--- config.mk ---
export PLATFORM = sky130hd
export DESIGN_NAME = spi_flash_aai_write_sequencer_flat
export DESIGN_NICKNAME = d
export VERILOG_FILES = /design/src/hw/rtl/sfaai_pkg.sv /design/src/hw/rtl/sfaai_in_if.sv /design/src/hw/rtl/sfaai_out_if.sv /design/src/hw/rtl/sfaai_cfg_if.sv /design/src/hw/rtl/spi_flash_aai_write_sequencer.sv /design/src/hw/rtl/sfaai_fifo.sv /design/src/hw/rtl/sfaai_front.sv /design/src/hw/rtl/sfaai_back.sv /design/src/flat_wrapper.sv
export SDC_FILE = /design/constraint.sdc
export NUM_CORES = 1
export LEC_CHECK = 0
export BUFFER_PORTS_ARGS = -buffer_cell sky130_fd_sc_hd__buf_2
export CAP_MARGIN = 20
export CORE_MARGIN = 1
export CORE_UTILIZATION = 40
export DETAILED_ROUTE_END_ITERATION = 8
export GPL_TIMING_DRIVEN = 0
export SKIP_LAST_GASP = 1
export SLEW_MARGIN = 20
export SYNTH_ARGS = -nofsm -noshare
export SYNTH_HDL_FRONTEND = slang
export SYNTH_HIERARCHICAL = 1
export SYNTH_SLANG_ARGS = --single-unit
--- constraint.sdc ---
create_clock -name clk -period 4.3 [get_ports clk]
set_clock_uncertainty 0.1 [all_clocks]
set_input_delay 0.645 -clock clk [delete_from_list [all_inputs] [get_ports clk]]
set_output_delay 0.645 -clock clk [all_outputs]
set_load 0.02 [all_outputs]
--- src/hw/rtl/sfaai_pkg.sv ---
// ============================================================================
// sfaai_pkg: shared types and constants of the flash auto-increment sequencer
// Frame descriptor, opcode group, register indexes and sizing constants.
// ============================================================================
`default_nettype none

package sfaai_pkg;

  localparam int BYTE_W            = 8;
  localparam int SPI_ADDR_W        = 24;  // address bits carried in a frame
  localparam int ADDR_BITS_DEFAULT = 24;
  localparam int ADDR_BITS_MAX     = 32;
  localparam int CFG_IDX_W         = 8;
  localparam int QUEUE_DEPTH       = 2;

  // Configuration register indexes
  localparam logic [CFG_IDX_W-1:0] REG_WRITE_ENABLE   = 8'd0;
  localparam logic [CFG_IDX_W-1:0] REG_WRITE_DISABLE  = 8'd1;
  localparam logic [CFG_IDX_W-1:0] REG_BYTE_PROGRAM   = 8'd2;
  localparam logic [CFG_IDX_W-1:0] REG_AUTO_INCREMENT = 8'd3;

  // Opcode reset values
  localparam logic [BYTE_W-1:0] RST_WRITE_ENABLE   = 8'h06;
  localparam logic [BYTE_W-1:0] RST_WRITE_DISABLE  = 8'h04;
  localparam logic [BYTE_W-1:0] RST_BYTE_PROGRAM   = 8'h02;
  localparam logic [BYTE_W-1:0] RST_AUTO_INCREMENT = 8'hAD;

  // Middle action of a request
  localparam logic [1:0] MID_NONE   = 2'd0;
  localparam logic [1:0] MID_SINGLE = 2'd1;
  localparam logic [1:0] MID_START  = 2'd2;
  localparam logic [1:0] MID_CONT   = 2'd3;

  typedef struct packed {
    logic [BYTE_W-1:0] write_enable;
    logic [BYTE_W-1:0] write_disable;
    logic [BYTE_W-1:0] byte_program;
    logic [BYTE_W-1:0] auto_increment;
  } opcodes_t;

  // Everything the back end needs to expand one request into SPI bytes
  typedef struct packed {
    logic                  close_pre;   // write-disable before anything else
    logic [1:0]            mid;         // single, start pair or continue pair
    logic                  close_post;  // write-disable at end of run
    logic                  tail;        // leftover byte programmed alone
    logic [SPI_ADDR_W-1:0] addr;        // address of single/start/tail frame
    logic [BYTE_W-1:0]     byte_a;      // first byte of a pair
    logic [BYTE_W-1:0]     byte_b;      // current byte (second of pair/single)
  } desc_t;

endpackage

`default_nettype wire

--- src/hw/rtl/sfaai_in_if.sv ---
// ============================================================================
// sfaai_in_if: input request channel
// One byte to program, with run markers and start address.
// ============================================================================
`default_nettype none

interface sfaai_in_if import sfaai_pkg::*; ();
  logic                  valid;
  logic                  ready;
  logic [SPI_ADDR_W-1:0] start_address;
  logic [BYTE_W-1:0]     data_byte;
  logic                  first_of_run;
  logic                  last_of_run;

  modport source (output valid, start_address, data_byte, first_of_run, last_of_run,
                  input ready);
  modport sink   (input valid, start_address, data_byte, first_of_run, last_of_run,
                  output ready);
endinterface

`default_nettype wire

--- src/hw/rtl/sfaai_out_if.sv ---
// ============================================================================
// sfaai_out_if: SPI byte result channel
// One serial byte with frame and busy-poll markers.
// ============================================================================
`default_nettype none

interface sfaai_out_if import sfaai_pkg::*; ();
  logic              valid;
  logic              ready;
  logic [BYTE_W-1:0] spi_byte;
  logic              end_of_frame;
  logic              poll_busy_after;
  logic              last_result;

  modport source (output valid, spi_byte, end_of_frame, poll_busy_after, last_result,
                  input ready);
  modport sink   (input valid, spi_byte, end_of_frame, poll_busy_after, last_result,
                  output ready);
endinterface

`default_nettype wire

--- src/hw/rtl/sfaai_cfg_if.sv ---
// ============================================================================
// sfaai_cfg_if: configuration write channel
// Register index plus write data.
// ============================================================================
`default_nettype none

interface sfaai_cfg_if import sfaai_pkg::*; ();
  logic                 valid;
  logic                 ready;
  logic [CFG_IDX_W-1:0] reg_index;
  logic [BYTE_W-1:0]    wdata;

  modport source (output valid, reg_index, wdata, input ready);
  modport sink   (input valid, reg_index, wdata, output ready);
endinterface

`default_nettype wire

--- src/hw/rtl/spi_flash_aai_write_sequencer.sv ---
// ============================================================================
// spi_flash_aai_write_sequencer: serial flash auto-increment program sequencer
// Turns a run of bytes into write-enable, program and auto-increment frames.
// ============================================================================
// Each input request carries one byte to program; the first request of a run
// also carries the 24-bit start address. The block answers with the SPI bytes
// the host shifts out, one result per byte, with end_of_frame marking chip
// deselect, poll_busy_after marking frames after which the host polls the
// busy status, and last_result marking the final byte caused by a request.
// A byte at an odd address with no pair pending is programmed alone; later
// bytes go out in pairs, the first pair as an auto-increment start frame and
// further pairs as short continuation frames; the run end sends write-disable
// and programs any leftover byte alone. A request produces between zero and
// eight bytes. The front end takes one request per cycle while its two-entry
// descriptor queue has room; the back end drives one byte per cycle through a
// registered output while the host accepts them, so the output byte rate sets
// the pace. Configuration writes are always accepted and take effect on the
// next byte.
// ============================================================================
`default_nettype none

module spi_flash_aai_write_sequencer import sfaai_pkg::*; #(
  parameter int ADDRESS_BITS = ADDR_BITS_DEFAULT
) (
  input  logic        clk,
  input  logic        rst_n,
  sfaai_in_if.sink    in_ch,
  sfaai_out_if.source out_ch,
  sfaai_cfg_if.sink   cfg_ch
);

  localparam int DescW = $bits(desc_t);

  // Opcode registers
  opcodes_t opc_r, opc_nxt;

  logic     q_push, q_pop, q_full, q_empty;
  desc_t    front_desc;
  desc_t    back_desc;

  assign cfg_ch.ready = 1'b1;

  // Decode the register index; drop writes beyond the list
  always_comb begin
    opc_nxt = opc_r;
    if (cfg_ch.valid) begin
      case (cfg_ch.reg_index)
        REG_WRITE_ENABLE:   opc_nxt.write_enable   = cfg_ch.wdata;
        REG_WRITE_DISABLE:  opc_nxt.write_disable  = cfg_ch.wdata;
        REG_BYTE_PROGRAM:   opc_nxt.byte_program   = cfg_ch.wdata;
        REG_AUTO_INCREMENT: opc_nxt.auto_increment = cfg_ch.wdata;
        default:            opc_nxt                = opc_r;
      endcase
    end
  end

  always_ff @(posedge clk) begin
    if (!rst_n) begin
      opc_r.write_enable   <= RST_WRITE_ENABLE;
      opc_r.write_disable  <= RST_WRITE_DISABLE;
      opc_r.byte_program   <= RST_BYTE_PROGRAM;
      opc_r.auto_increment <= RST_AUTO_INCREMENT;
    end else begin
      opc_r <= opc_nxt;
    end
  end

  // Front end: classify requests, track address and pairing
  sfaai_front #(
    .ADDRESS_BITS (ADDRESS_BITS)
  ) u_front (
    .clk    (clk),
    .rst_n  (rst_n),
    .in_ch  (in_ch),
    .q_full (q_full),
    .q_push (q_push),
    .q_desc (front_desc)
  );

  // Descriptor queue: lets the front keep accepting while bytes drain
  sfaai_fifo #(
    .WIDTH (DescW),
    .DEPTH (QUEUE_DEPTH)
  ) u_queue (
    .clk     (clk),
    .rst_n   (rst_n),
    .push    (q_push),
    .wr_data (front_desc),
    .pop     (q_pop),
    .rd_data (back_desc),
    .full    (q_full),
    .empty   (q_empty)
  );

  // Back end: expand descriptors into SPI bytes
  sfaai_back u_back (
    .clk     (clk),
    .rst_n   (rst_n),
    .opc     (opc_r),
    .q_empty (q_empty),
    .q_desc  (back_desc),
    .q_pop   (q_pop),
    .out_ch  (out_ch)
  );

endmodule

`default_nettype wire

--- src/hw/rtl/sfaai_fifo.sv ---
// ============================================================================
// sfaai_fifo: small register queue
// Holds frame descriptors between the front and back ends.
// ============================================================================
`default_nettype none

module sfaai_fifo import sfaai_pkg::*; #(
  parameter int WIDTH = 8,
  parameter int DEPTH = QUEUE_DEPTH
) (
  input  logic             clk,
  input  logic             rst_n,
  input  logic             push,
  input  logic [WIDTH-1:0] wr_data,
  input  logic             pop,
  output logic [WIDTH-1:0] rd_data,
  output logic             full,
  output logic             empty
);

  localparam int PtrW = (DEPTH > 1) ? $clog2(DEPTH) : 1;
  localparam int CntW = $clog2(DEPTH + 1);

  logic [WIDTH-1:0] mem_r [DEPTH];
  logic [PtrW-1:0]  wr_ptr_r, wr_ptr_nxt;
  logic [PtrW-1:0]  rd_ptr_r, rd_ptr_nxt;
  logic [CntW-1:0]  cnt_r, cnt_nxt;

  assign full    = (cnt_r == CntW'(DEPTH));
  assign empty   = (cnt_r == '0);
  assign rd_data = mem_r[rd_ptr_r];

  always_comb begin
    wr_ptr_nxt = wr_ptr_r;
    rd_ptr_nxt = rd_ptr_r;
    cnt_nxt    = cnt_r;
    if (push) begin
      wr_ptr_nxt = (wr_ptr_r == PtrW'(DEPTH - 1)) ? '0 : wr_ptr_r + PtrW'(1);
    end
    if (pop) begin
      rd_ptr_nxt = (rd_ptr_r == PtrW'(DEPTH - 1)) ? '0 : rd_ptr_r + PtrW'(1);
    end
    if (push && !pop) begin
      cnt_nxt = cnt_r + CntW'(1);
    end else if (pop && !push) begin
      cnt_nxt = cnt_r - CntW'(1);
    end
  end

  always_ff @(posedge clk) begin
    if (!rst_n) begin
      wr_ptr_r <= '0;
      rd_ptr_r <= '0;
      cnt_r    <= '0;
    end else begin
      wr_ptr_r <= wr_ptr_nxt;
      rd_ptr_r <= rd_ptr_nxt;
      cnt_r    <= cnt_nxt;
    end
  end

  always_ff @(posedge clk) begin
    if (push) begin
      mem_r[wr_ptr_r] <= wr_data;
    end
  end

endmodule

`default_nettype wire

--- src/hw/rtl/sfaai_front.sv ---
// ============================================================================
// sfaai_front: request classifier
// Tracks run address and pairing state, emits a frame descriptor per request that yields bytes.
// ============================================================================
`default_nettype none

module sfaai_front import sfaai_pkg::*; #(
  parameter int ADDRESS_BITS = ADDR_BITS_DEFAULT
) (
  input  logic       clk,
  input  logic       rst_n,
  sfaai_in_if.sink   in_ch,
  input  logic       q_full,
  output logic       q_push,
  output desc_t      q_desc
);

  logic [ADDRESS_BITS-1:0] addr_r, addr_nxt;
  logic [BYTE_W-1:0]       held_byte_r, held_byte_nxt;
  logic                    held_r, held_nxt;
  logic                    inc_r, inc_nxt;

  logic                     accept;
  logic                     first, last;
  logic                     held_eff, inc_eff;
  logic [BYTE_W-1:0]        held_byte_eff;
  logic [ADDRESS_BITS-1:0]  addr_eff;
  logic [ADDR_BITS_MAX-1:0] addr_ext;
  desc_t                    desc;

  assign in_ch.ready = !q_full;
  assign accept      = in_ch.valid && in_ch.ready;
  assign first       = in_ch.first_of_run;
  assign last        = in_ch.last_of_run;

  always_comb begin
    // A run start drops whatever the old run left open
    held_eff      = held_r && !first;
    inc_eff       = inc_r && !first;
    held_byte_eff = first ? '0 : held_byte_r;
    addr_eff      = first ? ADDRESS_BITS'(in_ch.start_address) : addr_r;
    addr_ext      = ADDR_BITS_MAX'(addr_eff);

    desc.close_pre  = first && inc_r;
    desc.mid        = MID_NONE;
    desc.close_post = 1'b0;
    desc.tail       = 1'b0;
    desc.addr       = addr_ext[SPI_ADDR_W-1:0];
    desc.byte_a     = held_byte_eff;
    desc.byte_b     = in_ch.data_byte;

    addr_nxt      = addr_eff;
    held_byte_nxt = held_byte_eff;
    held_nxt      = held_eff;
    inc_nxt       = inc_eff;

    if (!held_eff && !inc_eff && addr_eff[0]) begin
      // odd address, nothing open: program alone
      desc.mid = MID_SINGLE;
      addr_nxt = addr_eff + ADDRESS_BITS'(1);
    end else if (!held_eff) begin
      held_byte_nxt = in_ch.data_byte;
      held_nxt      = 1'b1;
    end else begin
      desc.mid = inc_eff ? MID_CONT : MID_START;
      inc_nxt  = 1'b1;
      held_nxt = 1'b0;
      addr_nxt = addr_eff + ADDRESS_BITS'(2);
    end

    if (last) begin
      desc.close_post = inc_nxt;
      inc_nxt         = 1'b0;
      if (held_nxt) begin
        // held byte is the current one, at the unchanged address
        desc.tail = 1'b1;
        held_nxt  = 1'b0;
        addr_nxt  = addr_nxt + ADDRESS_BITS'(1);
      end
    end
  end

  assign q_desc = desc;
  assign q_push = accept &&
                  (desc.close_pre || (desc.mid != MID_NONE) || desc.close_post || desc.tail);

  always_ff @(posedge clk) begin
    if (!rst_n) begin
      addr_r      <= '0;
      held_byte_r <= '0;
      held_r      <= 1'b0;
      inc_r       <= 1'b0;
    end else if (accept) begin
      addr_r      <= addr_nxt;
      held_byte_r <= held_byte_nxt;
      held_r      <= held_nxt;
      inc_r       <= inc_nxt;
    end
  end

endmodule

`default_nettype wire

--- src/hw/rtl/sfaai_back.sv ---
// ============================================================================
// sfaai_back: frame expander
// Walks a descriptor segment by segment and drives one SPI byte per cycle while the host takes them.
// ============================================================================
`default_nettype none

module sfaai_back import sfaai_pkg::*; (
  input  logic        clk,
  input  logic        rst_n,
  input  opcodes_t    opc,
  input  logic        q_empty,
  input  desc_t       q_desc,
  output logic        q_pop,
  sfaai_out_if.source out_ch
);

  // Segment kinds; pair and single kinds share the descriptor's mid codes
  localparam logic [1:0] SEG_WRDI   = MID_NONE;
  localparam logic [1:0] SEG_SINGLE = MID_SINGLE;
  localparam logic [1:0] SEG_START  = MID_START;
  localparam logic [1:0] SEG_CONT   = MID_CONT;

  localparam logic [2:0] LAST_WRDI   = 3'd0;
  localparam logic [2:0] LAST_SINGLE = 3'd5;
  localparam logic [2:0] LAST_START  = 3'd6;
  localparam logic [2:0] LAST_CONT   = 3'd2;

  logic                  pre_r, pre_nxt;
  logic [1:0]            mid_r, mid_nxt;
  logic                  post_r, post_nxt;
  logic                  tail_r, tail_nxt;
  logic [2:0]            idx_r, idx_nxt;
  logic [SPI_ADDR_W-1:0] addr_r, addr_nxt;
  logic [BYTE_W-1:0]     a_r, a_nxt;
  logic [BYTE_W-1:0]     b_r, b_nxt;

  logic                  out_valid_r, out_valid_nxt;
  logic [BYTE_W-1:0]     out_byte_r, out_byte_nxt;
  logic                  out_eof_r, out_eof_nxt;
  logic                  out_poll_r, out_poll_nxt;
  logic                  out_last_r, out_last_nxt;

  logic              advance, active, rest, seg_done, desc_done;
  logic [1:0]        seg;
  logic [2:0]        seg_last;
  logic [BYTE_W-1:0] gen_byte;
  logic              gen_eof, gen_poll;

  assign advance = !out_valid_r || out_ch.ready;
  assign active  = pre_r || (mid_r != MID_NONE) || post_r || tail_r;

  // Pick the current segment and whether anything follows it
  always_comb begin
    if (pre_r) begin
      seg  = SEG_WRDI;
      rest = (mid_r != MID_NONE) || post_r || tail_r;
    end else if (mid_r != MID_NONE) begin
      seg  = mid_r;
      rest = post_r || tail_r;
    end else if (post_r) begin
      seg  = SEG_WRDI;
      rest = tail_r;
    end else begin
      seg  = SEG_SINGLE;
      rest = 1'b0;
    end
    case (seg)
      SEG_WRDI:   seg_last = LAST_WRDI;
      SEG_SINGLE: seg_last = LAST_SINGLE;
      SEG_START:  seg_last = LAST_START;
      default:    seg_last = LAST_CONT;
    endcase
  end

  assign seg_done  = (idx_r == seg_last);
  assign desc_done = seg_done && !rest;

  // Byte generation per segment position
  always_comb begin
    gen_byte = b_r;
    gen_eof  = 1'b0;
    gen_poll = 1'b0;
    case (seg)
      SEG_WRDI: begin
        gen_byte = opc.write_disable;
        gen_eof  = 1'b1;
        gen_poll = 1'b1;
      end
      SEG_SINGLE, SEG_START: begin
        case (idx_r)
          3'd0: begin
            gen_byte = opc.write_enable;
            gen_eof  = 1'b1;
          end
          3'd1: gen_byte = (seg == SEG_SINGLE) ? opc.byte_program : opc.auto_increment;
          3'd2: gen_byte = addr_r[23:16];
          3'd3: gen_byte = addr_r[15:8];
          3'd4: gen_byte = addr_r[7:0];
          default: begin
            if (idx_r == seg_last) begin
              gen_byte = b_r;
              gen_eof  = 1'b1;
              gen_poll = 1'b1;
            end else begin
              gen_byte = a_r;
            end
          end
        endcase
      end
      default: begin
        case (idx_r)
          3'd0:    gen_byte = opc.auto_increment;
          3'd1:    gen_byte = a_r;
          default: begin
            gen_byte = b_r;
            gen_eof  = 1'b1;
            gen_poll = 1'b1;
          end
        endcase
      end
    endcase
  end

  always_comb begin
    pre_nxt       = pre_r;
    mid_nxt       = mid_r;
    post_nxt      = post_r;
    tail_nxt      = tail_r;
    idx_nxt       = idx_r;
    addr_nxt      = addr_r;
    a_nxt         = a_r;
    b_nxt         = b_r;
    out_valid_nxt = out_valid_r;
    out_byte_nxt  = out_byte_r;
    out_eof_nxt   = out_eof_r;
    out_poll_nxt  = out_poll_r;
    out_last_nxt  = out_last_r;
    q_pop         = 1'b0;

    if (advance) begin
      out_valid_nxt = active;
      if (active) begin
        out_byte_nxt = gen_byte;
        out_eof_nxt  = gen_eof;
        out_poll_nxt = gen_poll;
        out_last_nxt = desc_done;
        if (seg_done) begin
          idx_nxt = '0;
          if (pre_r) begin
            pre_nxt = 1'b0;
          end else if (mid_r != MID_NONE) begin
            mid_nxt = MID_NONE;
          end else if (post_r) begin
            post_nxt = 1'b0;
          end else begin
            tail_nxt = 1'b0;
          end
        end else begin
          idx_nxt = idx_r + 3'd1;
        end
      end
      // load the next descriptor without a bubble
      if ((!active || desc_done) && !q_empty) begin
        q_pop    = 1'b1;
        pre_nxt  = q_desc.close_pre;
        mid_nxt  = q_desc.mid;
        post_nxt = q_desc.close_post;
        tail_nxt = q_desc.tail;
        idx_nxt  = '0;
        addr_nxt = q_desc.addr;
        a_nxt    = q_desc.byte_a;
        b_nxt    = q_desc.byte_b;
      end
    end
  end

  always_ff @(posedge clk) begin
    if (!rst_n) begin
      pre_r       <= 1'b0;
      mid_r       <= MID_NONE;
      post_r      <= 1'b0;
      tail_r      <= 1'b0;
      idx_r       <= '0;
      out_valid_r <= 1'b0;
    end else begin
      pre_r       <= pre_nxt;
      mid_r       <= mid_nxt;
      post_r      <= post_nxt;
      tail_r      <= tail_nxt;
      idx_r       <= idx_nxt;
      out_valid_r <= out_valid_nxt;
    end
  end

  always_ff @(posedge clk) begin
    addr_r     <= addr_nxt;
    a_r        <= a_nxt;
    b_r        <= b_nxt;
    out_byte_r <= out_byte_nxt;
    out_eof_r  <= out_eof_nxt;
    out_poll_r <= out_poll_nxt;
    out_last_r <= out_last_nxt;
  end

  assign out_ch.valid           = out_valid_r;
  assign out_ch.spi_byte        = out_byte_r;
  assign out_ch.end_of_frame    = out_eof_r;
  assign out_ch.poll_busy_after = out_poll_r;
  assign out_ch.last_result     = out_last_r;

endmodule

`default_nettype wire
--- src/flat_wrapper.sv ---
// flat-port wrapper written by rule: the top's interface ports become plain ports
module spi_flash_aai_write_sequencer_flat import sfaai_pkg::*;
#(
  parameter int ADDRESS_BITS = ADDR_BITS_DEFAULT
)
  (clk, rst_n, in_ch_valid, in_ch_start_address, in_ch_data_byte, in_ch_first_of_run, in_ch_last_of_run, in_ch_ready, out_ch_valid, out_ch_spi_byte, out_ch_end_of_frame, out_ch_poll_busy_after, out_ch_last_result, out_ch_ready, cfg_ch_valid, cfg_ch_reg_index, cfg_ch_wdata, cfg_ch_ready);
  sfaai_in_if in_ch_i ();
  sfaai_out_if out_ch_i ();
  sfaai_cfg_if cfg_ch_i ();
  input  logic clk;
  input  logic rst_n;
  input wire logic [$bits(in_ch_i.valid)-1:0] in_ch_valid;
  input wire logic [$bits(in_ch_i.start_address)-1:0] in_ch_start_address;
  input wire logic [$bits(in_ch_i.data_byte)-1:0] in_ch_data_byte;
  input wire logic [$bits(in_ch_i.first_of_run)-1:0] in_ch_first_of_run;
  input wire logic [$bits(in_ch_i.last_of_run)-1:0] in_ch_last_of_run;
  output wire logic [$bits(in_ch_i.ready)-1:0] in_ch_ready;
  output wire logic [$bits(out_ch_i.valid)-1:0] out_ch_valid;
  output wire logic [$bits(out_ch_i.spi_byte)-1:0] out_ch_spi_byte;
  output wire logic [$bits(out_ch_i.end_of_frame)-1:0] out_ch_end_of_frame;
  output wire logic [$bits(out_ch_i.poll_busy_after)-1:0] out_ch_poll_busy_after;
  output wire logic [$bits(out_ch_i.last_result)-1:0] out_ch_last_result;
  input wire logic [$bits(out_ch_i.ready)-1:0] out_ch_ready;
  input wire logic [$bits(cfg_ch_i.valid)-1:0] cfg_ch_valid;
  input wire logic [$bits(cfg_ch_i.reg_index)-1:0] cfg_ch_reg_index;
  input wire logic [$bits(cfg_ch_i.wdata)-1:0] cfg_ch_wdata;
  output wire logic [$bits(cfg_ch_i.ready)-1:0] cfg_ch_ready;
  assign in_ch_i.valid = in_ch_valid;
  assign in_ch_i.start_address = in_ch_start_address;
  assign in_ch_i.data_byte = in_ch_data_byte;
  assign in_ch_i.first_of_run = in_ch_first_of_run;
  assign in_ch_i.last_of_run = in_ch_last_of_run;
  assign in_ch_ready = in_ch_i.ready;
  assign out_ch_valid = out_ch_i.valid;
  assign out_ch_spi_byte = out_ch_i.spi_byte;
  assign out_ch_end_of_frame = out_ch_i.end_of_frame;
  assign out_ch_poll_busy_after = out_ch_i.poll_busy_after;
  assign out_ch_last_result = out_ch_i.last_result;
  assign out_ch_i.ready = out_ch_ready;
  assign cfg_ch_i.valid = cfg_ch_valid;
  assign cfg_ch_i.reg_index = cfg_ch_reg_index;
  assign cfg_ch_i.wdata = cfg_ch_wdata;
  assign cfg_ch_ready = cfg_ch_i.ready;
  spi_flash_aai_write_sequencer #(.ADDRESS_BITS(ADDRESS_BITS)) u_core (.clk(clk), .rst_n(rst_n), .in_ch(in_ch_i), .out_ch(out_ch_i), .cfg_ch(cfg_ch_i));
endmodule
==> impl_results.md <==
- Status: finished, final reports clean
- Drc violations: 0
- Clk pin slew, worst setup/hold paths: 60 ps
- GPL Wtd Cong: 0.873
- Register area share after synthesis: 52.2%
- First-pass GRT wire length: 41,700 µm
- Final Cycle Share: 91.4%
- Largest net degree at the start of global routing: 46
- CTS Hold Buffers Added: 0
- Total track usage: 18.8%
- Row cnt: 60
- Max cap viols: 0
- CTS buffer count: 25
- P per Cell Area: 621 mW/mm²
- Placed Cells: 1,370
- Post-synth cell types: 94
- Detailed Route WL: 26,600 µm
- Final WS setup: 369 ps
- CP max FO: 19
- Synth Flop Type: edfxtp_1
- Critical-path cell list: buf_2 -> buf_6 -> buf_6 -> buf_4 -> mux2_2 -> ha_1 -> o21ai_0 -> nor4_1 -> ha_1 -> nand2_1 -> nand4b_1 -> nor4_4 -> nand4_4 -> or4_1 -> a31oi_1
- Fmax: 254 MHz
- Setup TNS: 0 ps
- P&R area growth vs syn: 15.3%
- Initial antenna violation count: 0
- Final hold slack: 292 ps
- Number of flops mapped to enable cells by yosys: 141
- Core area: 0.0272 mm²
- Asr flop ratio synth: 0%
- Syn Area/Cell: 12.0 µm²
- # H-tree levels: 1
- DP HPWL: 19,400 µm
- Initial DRC count: 613
- Worst Path Required: 4650 ps
- Commonest cells after routing, fill and taps aside: edfxtp_1 (141), nand2_1 (84), dfxtp_1 (80)
- Vias post-DR: 7,561
- Worst EP arrival: 4280 ps
- Post-Syn Area: 0.0112 mm²
- Slew Limit Fails: 0
- Net count after synthesis: 999
- Seq cells post-synth: 221
- Most common cell after layout, fill and taps aside: edfxtp_1
- Worst Tran Pin Value: 859 ps
- Starting Density: 41.1%
- Clk_lat worst skew: 520 ps
- Unrepaired setup endpoints after global routing: no
- CTS tree: done
- Area after DPL: 0.0120 mm²
- Layout Cells excl Fill: 1,417
- Die X-Extent: 169 µm
- Dpl ws: -577 ps
- CTS max path bufs: 3
- First-pass detailed-route iteration total: 7
- Vias in the first global route: 7,432
- VDD IR max: 0.297 mV
- Share of layout cells above drive strength 1: 26.4%
- Max stage delay on crit path: 420 ps
- Antenna Cells: 0
- Yosys warns: 6
- Die span in y: 169 µm
- Slowest CP cell: mux2_2
- PortBufs: 67
- Detail Route Antenna Nets: 0
- Post-Synthesis Cells: 929
- Leak pwr: 4.87 nW
- I/O pin count: 69
- Die area: 0.0286 mm²
- Clock sinks: 221
- Root Buffer: clkbuf_16
- Design Area, Final: 0.0129 mm²
- WL/cell: 18.8 µm
- Max_slew headroom: 42.8%
- Hold crit path type: primary input to flip-flop
- Tmin final: 3930 ps
- Reg power frac: 39.1%
- Logic pwr share: 34.6%
- Via/cell ratio: 5.34
- Path type of the worst setup path: primary input to flip-flop
- Final setup violation count: 0
- Clock Power Share: 26.3%
- Nets: 1,097
- Pint: 5.26 mW
- Critical Path Source Type: primary input
- NetSw: 2.73 mW
- Net Sw Frac: 34.2%
- Crit end category: flip-flop
- Final hold vios: 0
- Total congestion overflow: 0
synth_stat cells, types with 7 or more instances:
cell,n,area (µm²)
a211oi_1,18,135
buf_2,7,35.0
buf_4,13,97.6
nand3b_1,9,67.6
clkbuf_1,19,71.3
nand4_1,11,68.8
ha_1,15,188
a22oi_1,13,97.6
o2111a_1,8,90.1
a21oi_1,17,85.1
mux2_2,72,811
dfxtp_1,80,1600
nor2b_1,32,200
xor2_1,8,70.1
and2_1,13,81.3
a222oi_1,9,90.1
nor3_1,16,80.1
inv_1,28,105
a221oi_1,12,105
nor2_1,50,188
buf_6,15,169
mux2i_1,55,551
edfxtp_1,141,4230
nand2_1,84,315
xnor2_1,24,210
o21ai_0,16,80.1
nand3_1,19,95.1
worst max-delay path, delay by kind of cell:
kind	cells	cell delay, ps
AO/OA/AOI/OAI	2	250
AND/OR/NAND/NOR	6	1600
adder cells (fa/ha/maj)	2	550
buffers and inverters	4	800
multiplexers	1	420
path summary, 6_finish.rpt:
| check | slack [ps] | end | from | cells past startpoint |
|---|---|---|---|---|
| worst min-delay path | 290 | u_core/u_front/held_byte_r[6] | in_ch_data_byte[6] | 3 |
| worst min register to register | 370 | u_core/opc_r[16] | u_core/opc_r[16] | 2 |
| worst max-delay path | 370 | u_core/u_front/addr_r[22] | in_ch_first_of_run | 15 |
| worst max register to register | 520 | u_core/u_queue/cnt_r[1] | u_core/u_back/post_r | 14 |
power by group through the flow:
| stage | combinational, mW | sequential [mW] | clock, mW |
|---|---|---|---|
| after global placement | 2.70 | 3.18 | 0 |
| after CTS | 2.76 | 3.14 | 2.16 |
| after floorplan | 1.97 | 3.14 | 0 |
| after detailed placement | 2.74 | 3.18 | 0 |
| final | 2.77 | 3.13 | 2.10 |
| after global routing | 3.03 | 3.16 | 2.23 |
flip-flops by register name (all words and copies together) (netlist names), 2 cells and up, named ones only:
register,flops
u_core/u_queue/mem_r,90
u_core/u_back/b_r,8
u_core/opc_r,32
u_core/u_back/out_ch.spi_byte,8
u_core/u_front/held_byte_r,8
u_core/u_back/idx_r,3
u_core/u_back/mid_r,2
u_core/u_back/a_r,8
u_core/u_back/addr_r,24
u_core/u_queue/cnt_r,2
u_core/u_front/addr_r,24
logic make-up (layout without fill, tap and decap cells):
group                      after synthesis  count (layout)  synth area share, %
buffers and inverters                   92             208                 4.73
and+or+nand+nor                        284             284                 14.7
adders and majority gates               15              15                 1.68
DFF                                    221             221                 52.2
muxes                                  127             127                 12.2
AOI/OAI and AO/OA                      156             156                 11.8
other                                    1               1               0.0336
xor gates and xnor gates                33              33                 2.65
metal layers:
| metal | global-route usage (%) | vias up | share of wire, % |
|---|---|---|---|
| li1 | - | 3682 | - |
| met5 | 0 | - | 0 |
| met2 | 31.7 | 216 | 47 |
| met3 | 2.62 | 44 | 4.8 |
| met4 | 6.11 | 0 | 2.8 |
| met1 | 25.1 | 3619 | 45 |
cell type report:
class                      count  area (µm²)
timing repair buffer          72         413
buffer                        57         397
tap                          372         465
clock buffer                  31         688
fill                        2498       14300
clock inverter                14         134
inverter                      34         130
sequential                   221        5840
multi-input combinational    616        4820
timing repair:
item | 4_1_cts | 5_1_grt
gates resized for setup | 0 | 2
buffers inserted | 0 | 2
pin swaps | 0 | 1
endpoints found under the setup margin | 3 | 2
per-stage QoR:
| stage | utilization, % | power (mW) |
|---|---|---|
| global placement | 44.1 | 5.88 |
| global route | 47.4 | 8.42 |
| detailed placement | 44.3 | 5.92 |
| floorplan | - | 5.12 |
| CTS | 47.3 | 8.06 |
| finish | 47.4 | 7.99 |
Note: power is estimated with default switching activity, not from simulation.
